### src/hdl/crc32_pkg.sv
// ----------------------------------------------------------------------------
// crc32_pkg
// Shared types, constants and CRC update functions for the CRC-32 engine.
// ----------------------------------------------------------------------------
package crc32_pkg;

   localparam int unsigned CrcWidth  = 32;
   localparam int unsigned ByteWidth = 8;
   localparam int unsigned CsrIdxW   = 2;

   localparam logic [CrcWidth-1:0] PolyReflected = 32'hEDB8_8320;
   localparam logic [CrcWidth-1:0] PolyNormal    = 32'h04C1_1DB7;
   localparam logic [CrcWidth-1:0] AllOnes       = 32'hFFFF_FFFF;
   localparam logic [CrcWidth-1:0] TopBit        = 32'h8000_0000;

   localparam logic [CsrIdxW-1:0] CSR_REFLECTED_MODE = 2'd0;
   localparam logic [CsrIdxW-1:0] CSR_INIT_ONES      = 2'd1;
   localparam logic [CsrIdxW-1:0] CSR_INVERT_OUTPUT  = 2'd2;
   localparam logic [CsrIdxW-1:0] CSR_REVERSE_OUTPUT = 2'd3;

   typedef struct packed {
      logic reflected_mode;
      logic init_ones;
      logic invert_output;
      logic reverse_output;
   } cfg_type;

   typedef struct packed {
      logic                load;
      logic [CrcWidth-1:0] start;
   } reload_type;

   function automatic logic [CrcWidth-1:0] start_value(input logic init_ones);
      return init_ones ? AllOnes : '0;
   endfunction

   function automatic logic [CrcWidth-1:0] fold_lsb_first(
      input logic [CrcWidth-1:0]  rem,
      input logic [ByteWidth-1:0] data
   );
      logic [CrcWidth-1:0] r;
      r = rem ^ {{(CrcWidth-ByteWidth){1'b0}}, data};
      for (int k = 0; k < ByteWidth; k++) begin
         r = r[0] ? ((r >> 1) ^ PolyReflected) : (r >> 1);
      end
      return r;
   endfunction

   function automatic logic [CrcWidth-1:0] fold_msb_first(
      input logic [CrcWidth-1:0]  rem,
      input logic [ByteWidth-1:0] data
   );
      logic [CrcWidth-1:0] r;
      r = rem ^ {data, {(CrcWidth-ByteWidth){1'b0}}};
      for (int k = 0; k < ByteWidth; k++) begin
         r = ((r & TopBit) != '0) ? ((r << 1) ^ PolyNormal) : (r << 1);
      end
      return r;
   endfunction

   function automatic logic [CrcWidth-1:0] bit_reverse(input logic [CrcWidth-1:0] v);
      logic [CrcWidth-1:0] acc;
      for (int k = 0; k < CrcWidth; k++) begin
         acc[CrcWidth-1-k] = v[k];
      end
      return acc;
   endfunction

   function automatic logic [CrcWidth-1:0] finish(
      input logic [CrcWidth-1:0] rem,
      input cfg_type             cfg
   );
      logic [CrcWidth-1:0] r;
      r = cfg.reverse_output ? bit_reverse(rem) : rem;
      if (cfg.invert_output) begin
         r = r ^ AllOnes;
      end
      return r;
   endfunction

endpackage

### src/hdl/crc32_csr.sv
// ----------------------------------------------------------------------------
// crc32_csr
// Configuration registers; requests a remainder reload on every write.
// ----------------------------------------------------------------------------
module crc32_csr (
   input  logic                              clock,
   input  logic                              reset,
   input  logic                              csr_write,
   input  logic [crc32_pkg::CsrIdxW-1:0]     csr_index,
   input  logic                              csr_wdata,
   output crc32_pkg::cfg_type                cfg,
   output crc32_pkg::reload_type             reload
);

   crc32_pkg::cfg_type cfg_ff;
   crc32_pkg::cfg_type cfg_in;

   always_comb begin
      cfg_in = cfg_ff;
      if (csr_write) begin
         case (csr_index)
            crc32_pkg::CSR_REFLECTED_MODE: cfg_in.reflected_mode = csr_wdata;
            crc32_pkg::CSR_INIT_ONES:      cfg_in.init_ones      = csr_wdata;
            crc32_pkg::CSR_INVERT_OUTPUT:  cfg_in.invert_output  = csr_wdata;
            crc32_pkg::CSR_REVERSE_OUTPUT: cfg_in.reverse_output = csr_wdata;
            default:                       cfg_in = cfg_ff;
         endcase
      end
   end

   always_ff @(posedge clock) begin
      if (reset) begin
         cfg_ff.reflected_mode <= 1'b1;
         cfg_ff.init_ones      <= 1'b1;
         cfg_ff.invert_output  <= 1'b1;
         cfg_ff.reverse_output <= 1'b0;
      end else begin
         cfg_ff <= cfg_in;
      end
   end

   assign cfg          = cfg_ff;
   assign reload.load  = csr_write;
   assign reload.start = crc32_pkg::start_value(cfg_in.init_ones);

endmodule

### src/hdl/crc32_core.sv
// ----------------------------------------------------------------------------
// crc32_core
// Input register, byte fold into the running remainder, result register.
// ----------------------------------------------------------------------------
module crc32_core (
   input  logic                                clock,
   input  logic                                reset,
   input  crc32_pkg::cfg_type                  cfg,
   input  crc32_pkg::reload_type               reload,
   input  logic                                req_valid,
   output logic                                req_stall,
   input  logic [crc32_pkg::ByteWidth-1:0]     req_data_byte,
   input  logic                                req_byte_present,
   input  logic                                req_last_byte,
   output logic                                rsp_valid,
   input  logic                                rsp_stall,
   output logic [crc32_pkg::CrcWidth-1:0]      rsp_crc_value
);

   logic                               s1_valid_ff, s1_valid_in;
   logic [crc32_pkg::ByteWidth-1:0]    s1_byte_ff, s1_byte_in;
   logic                               s1_present_ff, s1_present_in;
   logic                               s1_last_ff, s1_last_in;
   logic [crc32_pkg::CrcWidth-1:0]     rem_ff, rem_in;
   logic                               out_valid_ff, out_valid_in;
   logic [crc32_pkg::CrcWidth-1:0]     out_crc_ff, out_crc_in;

   logic                               out_free;
   logic                               s1_fire;
   logic                               req_take;
   logic [crc32_pkg::CrcWidth-1:0]     folded;

   assign out_free  = !out_valid_ff || !rsp_stall;
   assign s1_fire   = s1_valid_ff && (!s1_last_ff || out_free);
   assign req_stall = s1_valid_ff && !s1_fire;
   assign req_take  = req_valid && !req_stall;

   always_comb begin
      if (!s1_present_ff) begin
         folded = rem_ff;
      end else if (cfg.reflected_mode) begin
         folded = crc32_pkg::fold_lsb_first(rem_ff, s1_byte_ff);
      end else begin
         folded = crc32_pkg::fold_msb_first(rem_ff, s1_byte_ff);
      end
   end

   always_comb begin
      // advance input stage
      s1_valid_in   = req_take ? 1'b1 : (s1_fire ? 1'b0 : s1_valid_ff);
      s1_byte_in    = req_take ? req_data_byte    : s1_byte_ff;
      s1_present_in = req_take ? req_byte_present : s1_present_ff;
      s1_last_in    = req_take ? req_last_byte    : s1_last_ff;

      // update remainder
      rem_in = rem_ff;
      if (reload.load) begin
         rem_in = reload.start;
      end else if (s1_fire) begin
         rem_in = s1_last_ff ? crc32_pkg::start_value(cfg.init_ones) : folded;
      end

      // load result register
      out_valid_in = out_valid_ff && rsp_stall;
      out_crc_in   = out_crc_ff;
      if (s1_fire && s1_last_ff) begin
         out_valid_in = 1'b1;
         out_crc_in   = crc32_pkg::finish(folded, cfg);
      end
   end

   always_ff @(posedge clock) begin
      if (reset) begin
         s1_valid_ff  <= 1'b0;
         out_valid_ff <= 1'b0;
         rem_ff       <= crc32_pkg::AllOnes;
      end else begin
         s1_valid_ff  <= s1_valid_in;
         out_valid_ff <= out_valid_in;
         rem_ff       <= rem_in;
      end
   end

   always_ff @(posedge clock) begin
      s1_byte_ff    <= s1_byte_in;
      s1_present_ff <= s1_present_in;
      s1_last_ff    <= s1_last_in;
      out_crc_ff    <= out_crc_in;
   end

   assign rsp_valid     = out_valid_ff;
   assign rsp_crc_value = out_crc_ff;

endmodule

### src/hdl/crc32_configurable_byte_engine.sv
// A last-marked transaction passes the input register, then the result register once that is free.
// Throughput: one transaction per cycle; the byte fold into the running remainder
// is one 8-step shift/XOR network between the input and result registers. The input
// stalls only while a last-marked transaction waits behind a held result.
// Reset (synchronous, active high): reflected mode, start value all ones,
// inverted output, no reversal; remainder all ones, pipeline and result empty.
// ----------------------------------------------------------------------------
// crc32_configurable_byte_engine
// Byte-serial CRC-32 with selectable bit order, start value and output finish.
// ----------------------------------------------------------------------------
module crc32_configurable_byte_engine (
   input  logic                                clock,
   input  logic                                reset,
   input  logic                                csr_write,
   input  logic [crc32_pkg::CsrIdxW-1:0]       csr_index,
   input  logic                                csr_wdata,
   input  logic                                req_valid,
   output logic                                req_stall,
   input  logic [crc32_pkg::ByteWidth-1:0]     req_data_byte,
   input  logic                                req_byte_present,
   input  logic                                req_last_byte,
   output logic                                rsp_valid,
   input  logic                                rsp_stall,
   output logic [crc32_pkg::CrcWidth-1:0]      rsp_crc_value
);

   crc32_pkg::cfg_type    cfg;
   crc32_pkg::reload_type reload;

   crc32_csr u_csr (
      .clock     (clock),
      .reset     (reset),
      .csr_write (csr_write),
      .csr_index (csr_index),
      .csr_wdata (csr_wdata),
      .cfg       (cfg),
      .reload    (reload)
   );

   crc32_core u_core (
      .clock            (clock),
      .reset            (reset),
      .cfg              (cfg),
      .reload           (reload),
      .req_valid        (req_valid),
      .req_stall        (req_stall),
      .req_data_byte    (req_data_byte),
      .req_byte_present (req_byte_present),
      .req_last_byte    (req_last_byte),
      .rsp_valid        (rsp_valid),
      .rsp_stall        (rsp_stall),
      .rsp_crc_value    (rsp_crc_value)
   );

endmodule

### config.mk
export PLATFORM = sky130hd
export DESIGN_NAME = crc32_configurable_byte_engine
export DESIGN_NICKNAME = d
export VERILOG_FILES = /design/src/hdl/crc32_pkg.sv /design/src/hdl/crc32_csr.sv /design/src/hdl/crc32_core.sv /design/src/hdl/crc32_configurable_byte_engine.sv
export SDC_FILE = /design/constraint.sdc
export NUM_CORES = 1
export LEC_CHECK = 0
export ABC_CLOCK_PERIOD_IN_PS = 6200
export BUFFER_PORTS_ARGS = -buffer_cell sky130_fd_sc_hd__buf_2
export CORE_MARGIN = 4
export CORE_UTILIZATION = 50
export CTS_CLUSTER_SIZE = 30
export DETAILED_ROUTE_END_ITERATION = 7
export GPL_TIMING_DRIVEN = 0
export PLACE_DENSITY = 0.78
export SYNTH_ARGS = -nofsm -noshare
export SYNTH_HDL_FRONTEND = slang
export SYNTH_SLANG_ARGS = --single-unit
### constraint.sdc
create_clock -name clock -period 6.2 [get_ports clock]
set_input_delay 0.93 -clock clock [delete_from_list [all_inputs] [get_ports clock]]
set_output_delay 0.93 -clock clock [all_outputs]
set_load 0.1 [all_outputs]
* After elaboration in Yosys (flattened, before gate mapping)
Cells that the tools add are included.
Word-level totals: bits in registers 80, input bits 18, output and inout bits 34, logic and storage cells 83
Operators by class: equal/unequal tests 3, mux-type cells 32, bitwise logic cells 19, reduce and logical (&&, ||, !) cells 18
Operator list (number):
- two-way mux 32 bit | 17
- two-way mux 27 bit | 8
- inverter 13 -> 14 bit | 8
- inverter 14 bit | 8
- inverter 32 bit | 1
- bitwise XOR 32 bit | 1
- bitwise XOR 32 x 8 -> 32 bit | 1
- two-way mux 1 bit | 6
- AND reduction 2 bit | 3
- logical AND 1 bit | 5
- logical NOT 1 bit | 5
- == test 2 bit (second input constant) | 2
- nonzero test 2 bit | 2
- two-way mux 3 bit | 1
- == test 2 x 1 -> 1 bit (second input constant) | 1
- logical NOT 2 bit | 1
- logical OR 1 bit | 2

* Longest topological paths before layout
word-level depth 22, gate-level depth with buffers 8, mapped depth without buffers 7

* Hierarchy
Synthesis repeated with hierarchy kept, for this count alone.
Unflattened totals: cell total of the unflattened synthesis 599, area, all modules 6271.0 um2
Modules (own cells, without submodules):
- crc32_core | instances 1, cells an instance 548, area each 5823.1 um2, seq. area each 1941.9 um2
- crc32_csr | instances 1, cells an instance 51, area each 447.9 um2, seq. area each 80.1 um2

* Worst setup path after synthesis
No wires, ideal clock.
path type reg-to-output, from reg u_core.out_valid_ff, in the netlist u_core.rsp_valid, to out req_stall, arrival time 2.466 ns, data required time 5.270 ns, slack 2.804 ns, cell stages (with the launch flop) 3, path buffers 0, cell sequence dfxtp_1 -> nand2_1 -> nor2_1
On the way: cells in the longest elaborated chain, start to end 6
Ends and longest elaborated chain:
- start: declaration | line crc32_core.sv:25 | logic out_valid_ff, out_valid_in;
- start signal: assignment | line crc32_core.sv:79 | out_valid_ff <= out_valid_in;
- logical NOT 1 bit | line crc32_core.sv:33 | assign out_free = !out_valid_ff || !rsp_stall;
- logical OR 1 bit | line crc32_core.sv:33
- logical OR 1 bit | line crc32_core.sv:34 | assign s1_fire = s1_valid_ff && (!s1_last_ff || out_free);
- logical AND 1 bit | line crc32_core.sv:34
- logical NOT 1 bit | line crc32_core.sv:35 | assign req_stall = s1_valid_ff && !s1_fire;
- logical AND 1 bit | line crc32_core.sv:35
- end: declaration | line crc32_configurable_byte_engine.sv:18 | output logic req_stall,
Every way passes these cells.

* Final worst setup path
from reg u_core.s1_byte_ff[5] (netlist bit), to reg u_core.out_crc_ff (netlist bit u_core.rsp_crc_value[22]) (data pin)
On the way: cells in the longest elaborated chain, start to end 15, elaborated cells between the ends (all ways) 25, those cells by class mux: 18; bitwise: 7
Ends and longest elaborated chain:
- start: declaration | line crc32_core.sv:21 | logic [crc32_pkg::ByteWidth-1:0] s1_byte_ff, s1_byte_in;
- start signal: assignment | line crc32_core.sv:85 | s1_byte_ff <= s1_byte_in;
- bitwise XOR 32 x 8 -> 32 bit or bitwise XOR 32 bit (tied branches) | line crc32_pkg.sv:42, crc32_pkg.sv:54
- two-way mux 32 bit or two-way mux 27 bit (tied branches) | line crc32_pkg.sv:44, crc32_pkg.sv:56
- two-way mux 32 bit or inverter 14 bit (tied branches)
- two-way mux 32 bit or two-way mux 27 bit (tied branches) (2 in series) | line crc32_pkg.sv:44, crc32_pkg.sv:56
- two-way mux 32 bit or inverter 14 bit (tied branches)
- two-way mux 32 bit or two-way mux 27 bit (tied branches) | line crc32_pkg.sv:44, crc32_pkg.sv:56
- inverter 13 -> 14 bit (no line) or inverter 14 bit (tied branches)
- two-way mux 32 bit or two-way mux 27 bit (tied branches) (2 in series) | line crc32_pkg.sv:44, crc32_pkg.sv:56
- two-way mux 32 bit (*) | line crc32_core.sv:41 | end else if (cfg.reflected_mode) begin
- two-way mux 32 bit (*) | line crc32_core.sv:39 | if (!s1_present_ff) begin
- two-way mux 32 bit (*) | line crc32_pkg.sv:74 | r = cfg.reverse_output ? bit_reverse(rem) : rem;
- inverter 32 bit (no line)
- two-way mux 32 bit (*) | line crc32_pkg.sv:75 | if (cfg.invert_output) begin
- end signal: assignment | line crc32_core.sv:88 | out_crc_ff <= out_crc_in;
- end: declaration | line crc32_core.sv:26 | logic [crc32_pkg::CrcWidth-1:0] out_crc_ff, out_crc_in;
Mark *: on every way between the ends. The rest lies on a longest branch, timed or not. A chain may end at the register's enable or synchronous reset.

==> results.md <==
Placed design:
- The count of buffers added on input and output ports is 50.
- The half-perimeter wire length after placement is 13.94 mm.
- The congestion estimate from routability-driven global placement came to 0.9481.

Setup path:
- The critical path data arrival time is ~3.6 ns.
- The kind of critical path is register to register.
- The most critical setup path has its startpoint at u_core.s1_byte_ff[5].
- In this run the worst path has a maximum fanout of 7.
- The critical path capture point type is a register.
- Data on the critical path is required at its endpoint by approximately 6.3 ns.
- In this run the critical register-to-register path is launched from u_core.s1_byte_ff[5].
- The sort of element at the start of the critical path is a register.

Logic synthesis:
- Yosys printed 0 warnings.
- The largest total area in the synthesized netlist belongs to sky130_fd_sc_hd__edfxtp_1.
- The synthesized-area fraction occupied by ao, oa, aoi and oai cells is 12.75%.
- By area the synthesized netlist is led by sky130_fd_sc_hd__edfxtp_1 (21%), sky130_fd_sc_hd__xnor2_1 (13%), sky130_fd_sc_hd__dfxtp_1 (12%).
- The number of nets in the synthesized netlist is 592.
- After synthesis the cells add up to 6135 um2.
- Of the post-synthesis cell area, the dominant cell type holds 20.56%.
- The area share of and/or/nand/nor cells after synthesis is 9.525%.
- The share of flip-flops with an asynchronous set or reset after synthesis is 0%.
- In the synthesized netlist, mux cells make up 8.383% of the area.
- The portion of the post-synthesis area used by sequential elements is 32.96%.
- The distinct cell type count after synthesis is between 60 and 70.
- Synthesis inferred 80 register bits.
- The arithmetic-cell share of the synthesized area counting full adders, half adders and majority gates is 0%.
- The combinational family with the most area after synthesis is XOR/XNOR gates.
- Synthesis produced a netlist whose cell count is ~570.
- The per-instance average area after synthesis is 10.69 um2.
- The synthesized netlist devotes 33.55% of its cell area to XOR and XNOR gates.
- Counting flops with a built-in enable in the synthesized netlist gives between 40 and 50.
- The most common flop cell mapped by yosys is sky130_fd_sc_hd__edfxtp_1.

Timing:
- Between clock sinks in the finished design, the worst skew comes to 0.004944 ns.
- The setup violation total in the final timing report is 0.
- The setup TNS is 0 ns.
- The highest clock rate is ~0.28 GHz.
- The pin slew with the least headroom to its limit is between 1 and 1.5 ns.
- The part of the cycle the worst path needs is 57.65%.
- Subtracting the final worst setup slack from the clock period gives around 3.6 ns.
- The number of failing hold endpoints at the final stage was 0.
- Setup repair after global routing left no endpoint under its margin.
- The headroom to the max-slew limit is 26.39%.
- The number of max-slew violations in the final report is 0.

Clocking:
- The H-tree was split into 3 levels.
- Post-CTS timing repair inserted 0 buffers for setup.
- The insertion delay to the later sink of the worst-skew pair is 0.34 ns.
- Counting the buffers created by CTS gives 9.
- The tree is rooted in a sky130_fd_sc_hd__clkbuf_16.
- The post-cts repair resize count is 0.
- TritonCTS built the clock tree.
- The clock net sink count is 80.
- The buffer depth of the longest clock path is 2.
- After clock tree synthesis, the clock-pin slew on the worst setup and hold paths is around 0.06 ns.
- The number of hold buffers added after CTS was 0.

Route:
- The pre-antenna-repair detailed-routing pass consisted of 6 iterations.
- Dividing the detail-routed wire length by the instance count gives about 22 um.
- The number of remaining DRC errors is 0.
- The total routed wirelength is 17.48 mm.
- The remaining antenna violation count after routing is 0.
- Summing over every cut layer, the via total after detailed routing is 4616.
- The number of design-rule violations left by the first detailed-router iteration is just under 400.
- The via count normalized by instance count is 5.865.

Pwr:
- The power density over the cells is 340.5 nW/um2.
- The worst-case vdd ir drop is 0.0001626 V.
- The sum of internal, switching and leakage power is 2.349 mW.
- The standby leakage power is 2.821 nW.

Cells and area:
- 0 antenna diodes ended up in the layout.
- Cells with a size suffix above 1 make up between 15 and 20% of the layout.
- The number of nets at the end of the flow is 653.
- Compared with the post-synthesis result, the final layout area differs by 12.48%.
- The final design utilization is 57.45%.

Global route:
- The via count of the first global-routing pass is 4500.
- The wire length of the first global-routing pass is ~27 mm.
- The initial antenna violation count was 0.
- The maximum number of pins on one net before global-route repair is 33.
- Global routing used 25.19% of the available tracks across all layers.
- The residual overflow from global routing is 0.

Flow run:
- The number of maximum-capacitance violations is 0.

Die:
- The starting density of the core is approximately half.
- Row generation in the floorplan step produced 40 rows.
- The core area is 12010 um2.
- Pin placement for this block handled 52 I/O pins.
- The die is 118.8 um tall.
- The die area is between 10000 and 15000 um2.
- The floorplan die width is 118.8 um.

Hold path:
- The path class of the tightest hold or removal check is register to register.
- The startpoint identified for the worst hold timing path is u_csr.cfg[2].

Status:
- The run finished with clean final reports.
==> registers in the layout, summed over array words and instances, names as in the netlist, named ones only <==
register	cells
u_core.rsp_crc_value	32
u_core.s1_valid_ff	1
u_core.s1_byte_ff	8
u_core.rsp_valid	1
u_core.rem_ff	26
u_csr.cfg	4
u_core.s1_last_ff	1
u_core.s1_present_ff	1
==> cell usage after synthesis, drive strengths merged (7+ instances only) <==
library cell  number
a21o               9
a21oi             17
buf               12
clkbuf            25
dfxtp             38
edfxtp            42
mux2i             42
nand2             34
nand2b            17
nor2              47
nor3              10
o21ai             30
o21bai             9
xnor2            104
xnor3             25
xor2              26
xor3               7
==> path summary, 6_finish.rpt <==
check / end / slack, ns / depth (start not counted)
min: u_csr.cfg[2] / 0.50 / 1
max: u_core.rsp_crc_value[22] / 2.63 / 6
max reg2reg: u_core.rsp_crc_value[22] / 2.63 / 6
min reg2reg: u_csr.cfg[2] / 0.50 / 1
==> logic make-up after synthesis <==
group,after synthesis
XOR/XNOR,162
AND/OR/NAND/NOR,128
AO/OA/AOI/OAI,113
flip-flops,80
multiplexers,48
buffers and inverters,43
==> power by group <==
group          internal (mW)  switching, mW  total, mW
Sequential             0.615         0.0423      0.657
Combinational          0.501          0.620       1.12
Clock                  0.353          0.218      0.571
Total                   1.47          0.880       2.35
==> cells in the final DEF, fill, tap and decap left out, types with 5 or more instances in the layout <==
master                      Yosys  final
sky130_fd_sc_hd__xnor3_1       21     21
sky130_fd_sc_hd__inv_1          5      5
sky130_fd_sc_hd__xnor2_2       10     10
sky130_fd_sc_hd__edfxtp_1      42     42
sky130_fd_sc_hd__a31oi_1        5      5
sky130_fd_sc_hd__o21ai_0       27     27
sky130_fd_sc_hd__nand2_1       34     34
sky130_fd_sc_hd__nor3_1        10     10
sky130_fd_sc_hd__nor2b_1        6      6
sky130_fd_sc_hd__a21oi_1       17     16
sky130_fd_sc_hd__xor3_1         6      6
sky130_fd_sc_hd__a21o_1         9      9
sky130_fd_sc_hd__buf_2          8     58
sky130_fd_sc_hd__xor2_1        22     22
sky130_fd_sc_hd__xnor2_1       91     91
sky130_fd_sc_hd__o21bai_1       9      9
sky130_fd_sc_hd__nand2b_1      17     17
sky130_fd_sc_hd__nor2_1        47     47
sky130_fd_sc_hd__dfxtp_1       38     38
sky130_fd_sc_hd__clkbuf_1      23     23
sky130_fd_sc_hd__mux2i_1       42     42
sky130_fd_sc_hd__clkbuf_16      0      9
==> metal layers <==
metal,GRT usage (%),up-vias,share of wire [%]
met2,40.00,215,46
met3,4.545,44,7.2
li1,-,2144,-
met1,34.21,2213,43
met4,9.848,0,3.9
met5,0,-,0
==> critical path: stages, from the launching register on <==
cell and delay [ns]:
sky130_fd_sc_hd__edfxtp_1 0.48, sky130_fd_sc_hd__xnor2_1 0.90, sky130_fd_sc_hd__xnor3_1 0.50, sky130_fd_sc_hd__xnor3_1 0.41, sky130_fd_sc_hd__a221oi_1 0.64, sky130_fd_sc_hd__mux2i_1 0.20
sky130_fd_sc_hd__xnor2_1 0.17
==> stage by stage <==
stage | cell area, um2 | setup slack [ns] | std cells | hold WS, ns
final | 6900 | 2.626 | 787 | 0.5014
after global routing | 6900 | 2.396 | 787 | 0.5210
after CTS | 6900 | 2.609 | 787 | 0.5041
after detailed placement | 6580 | 2.616 | 771 | 0.4918
after global placement | 6569 | 2.649 | 771 | 0.4687
after floorplan | 6135 | 2.804 | 574 | 0.4589
==> cell type report <==
type / count / area [um2]
Clock inverter: 7 / 95.09
Timing Repair Buffer: 50 / 250.2
Tap cell: 147 / 183.9
Buffer: 37 / 151.4
Sequential cell: 80 / 2022
Fill cell: 986 / 5111
Inverter: 6 / 22.52
Clock buffer: 9 / 225.2
Multi-Input combinational cell: 451 / 3950
Power figures use the tool's default switching activity.
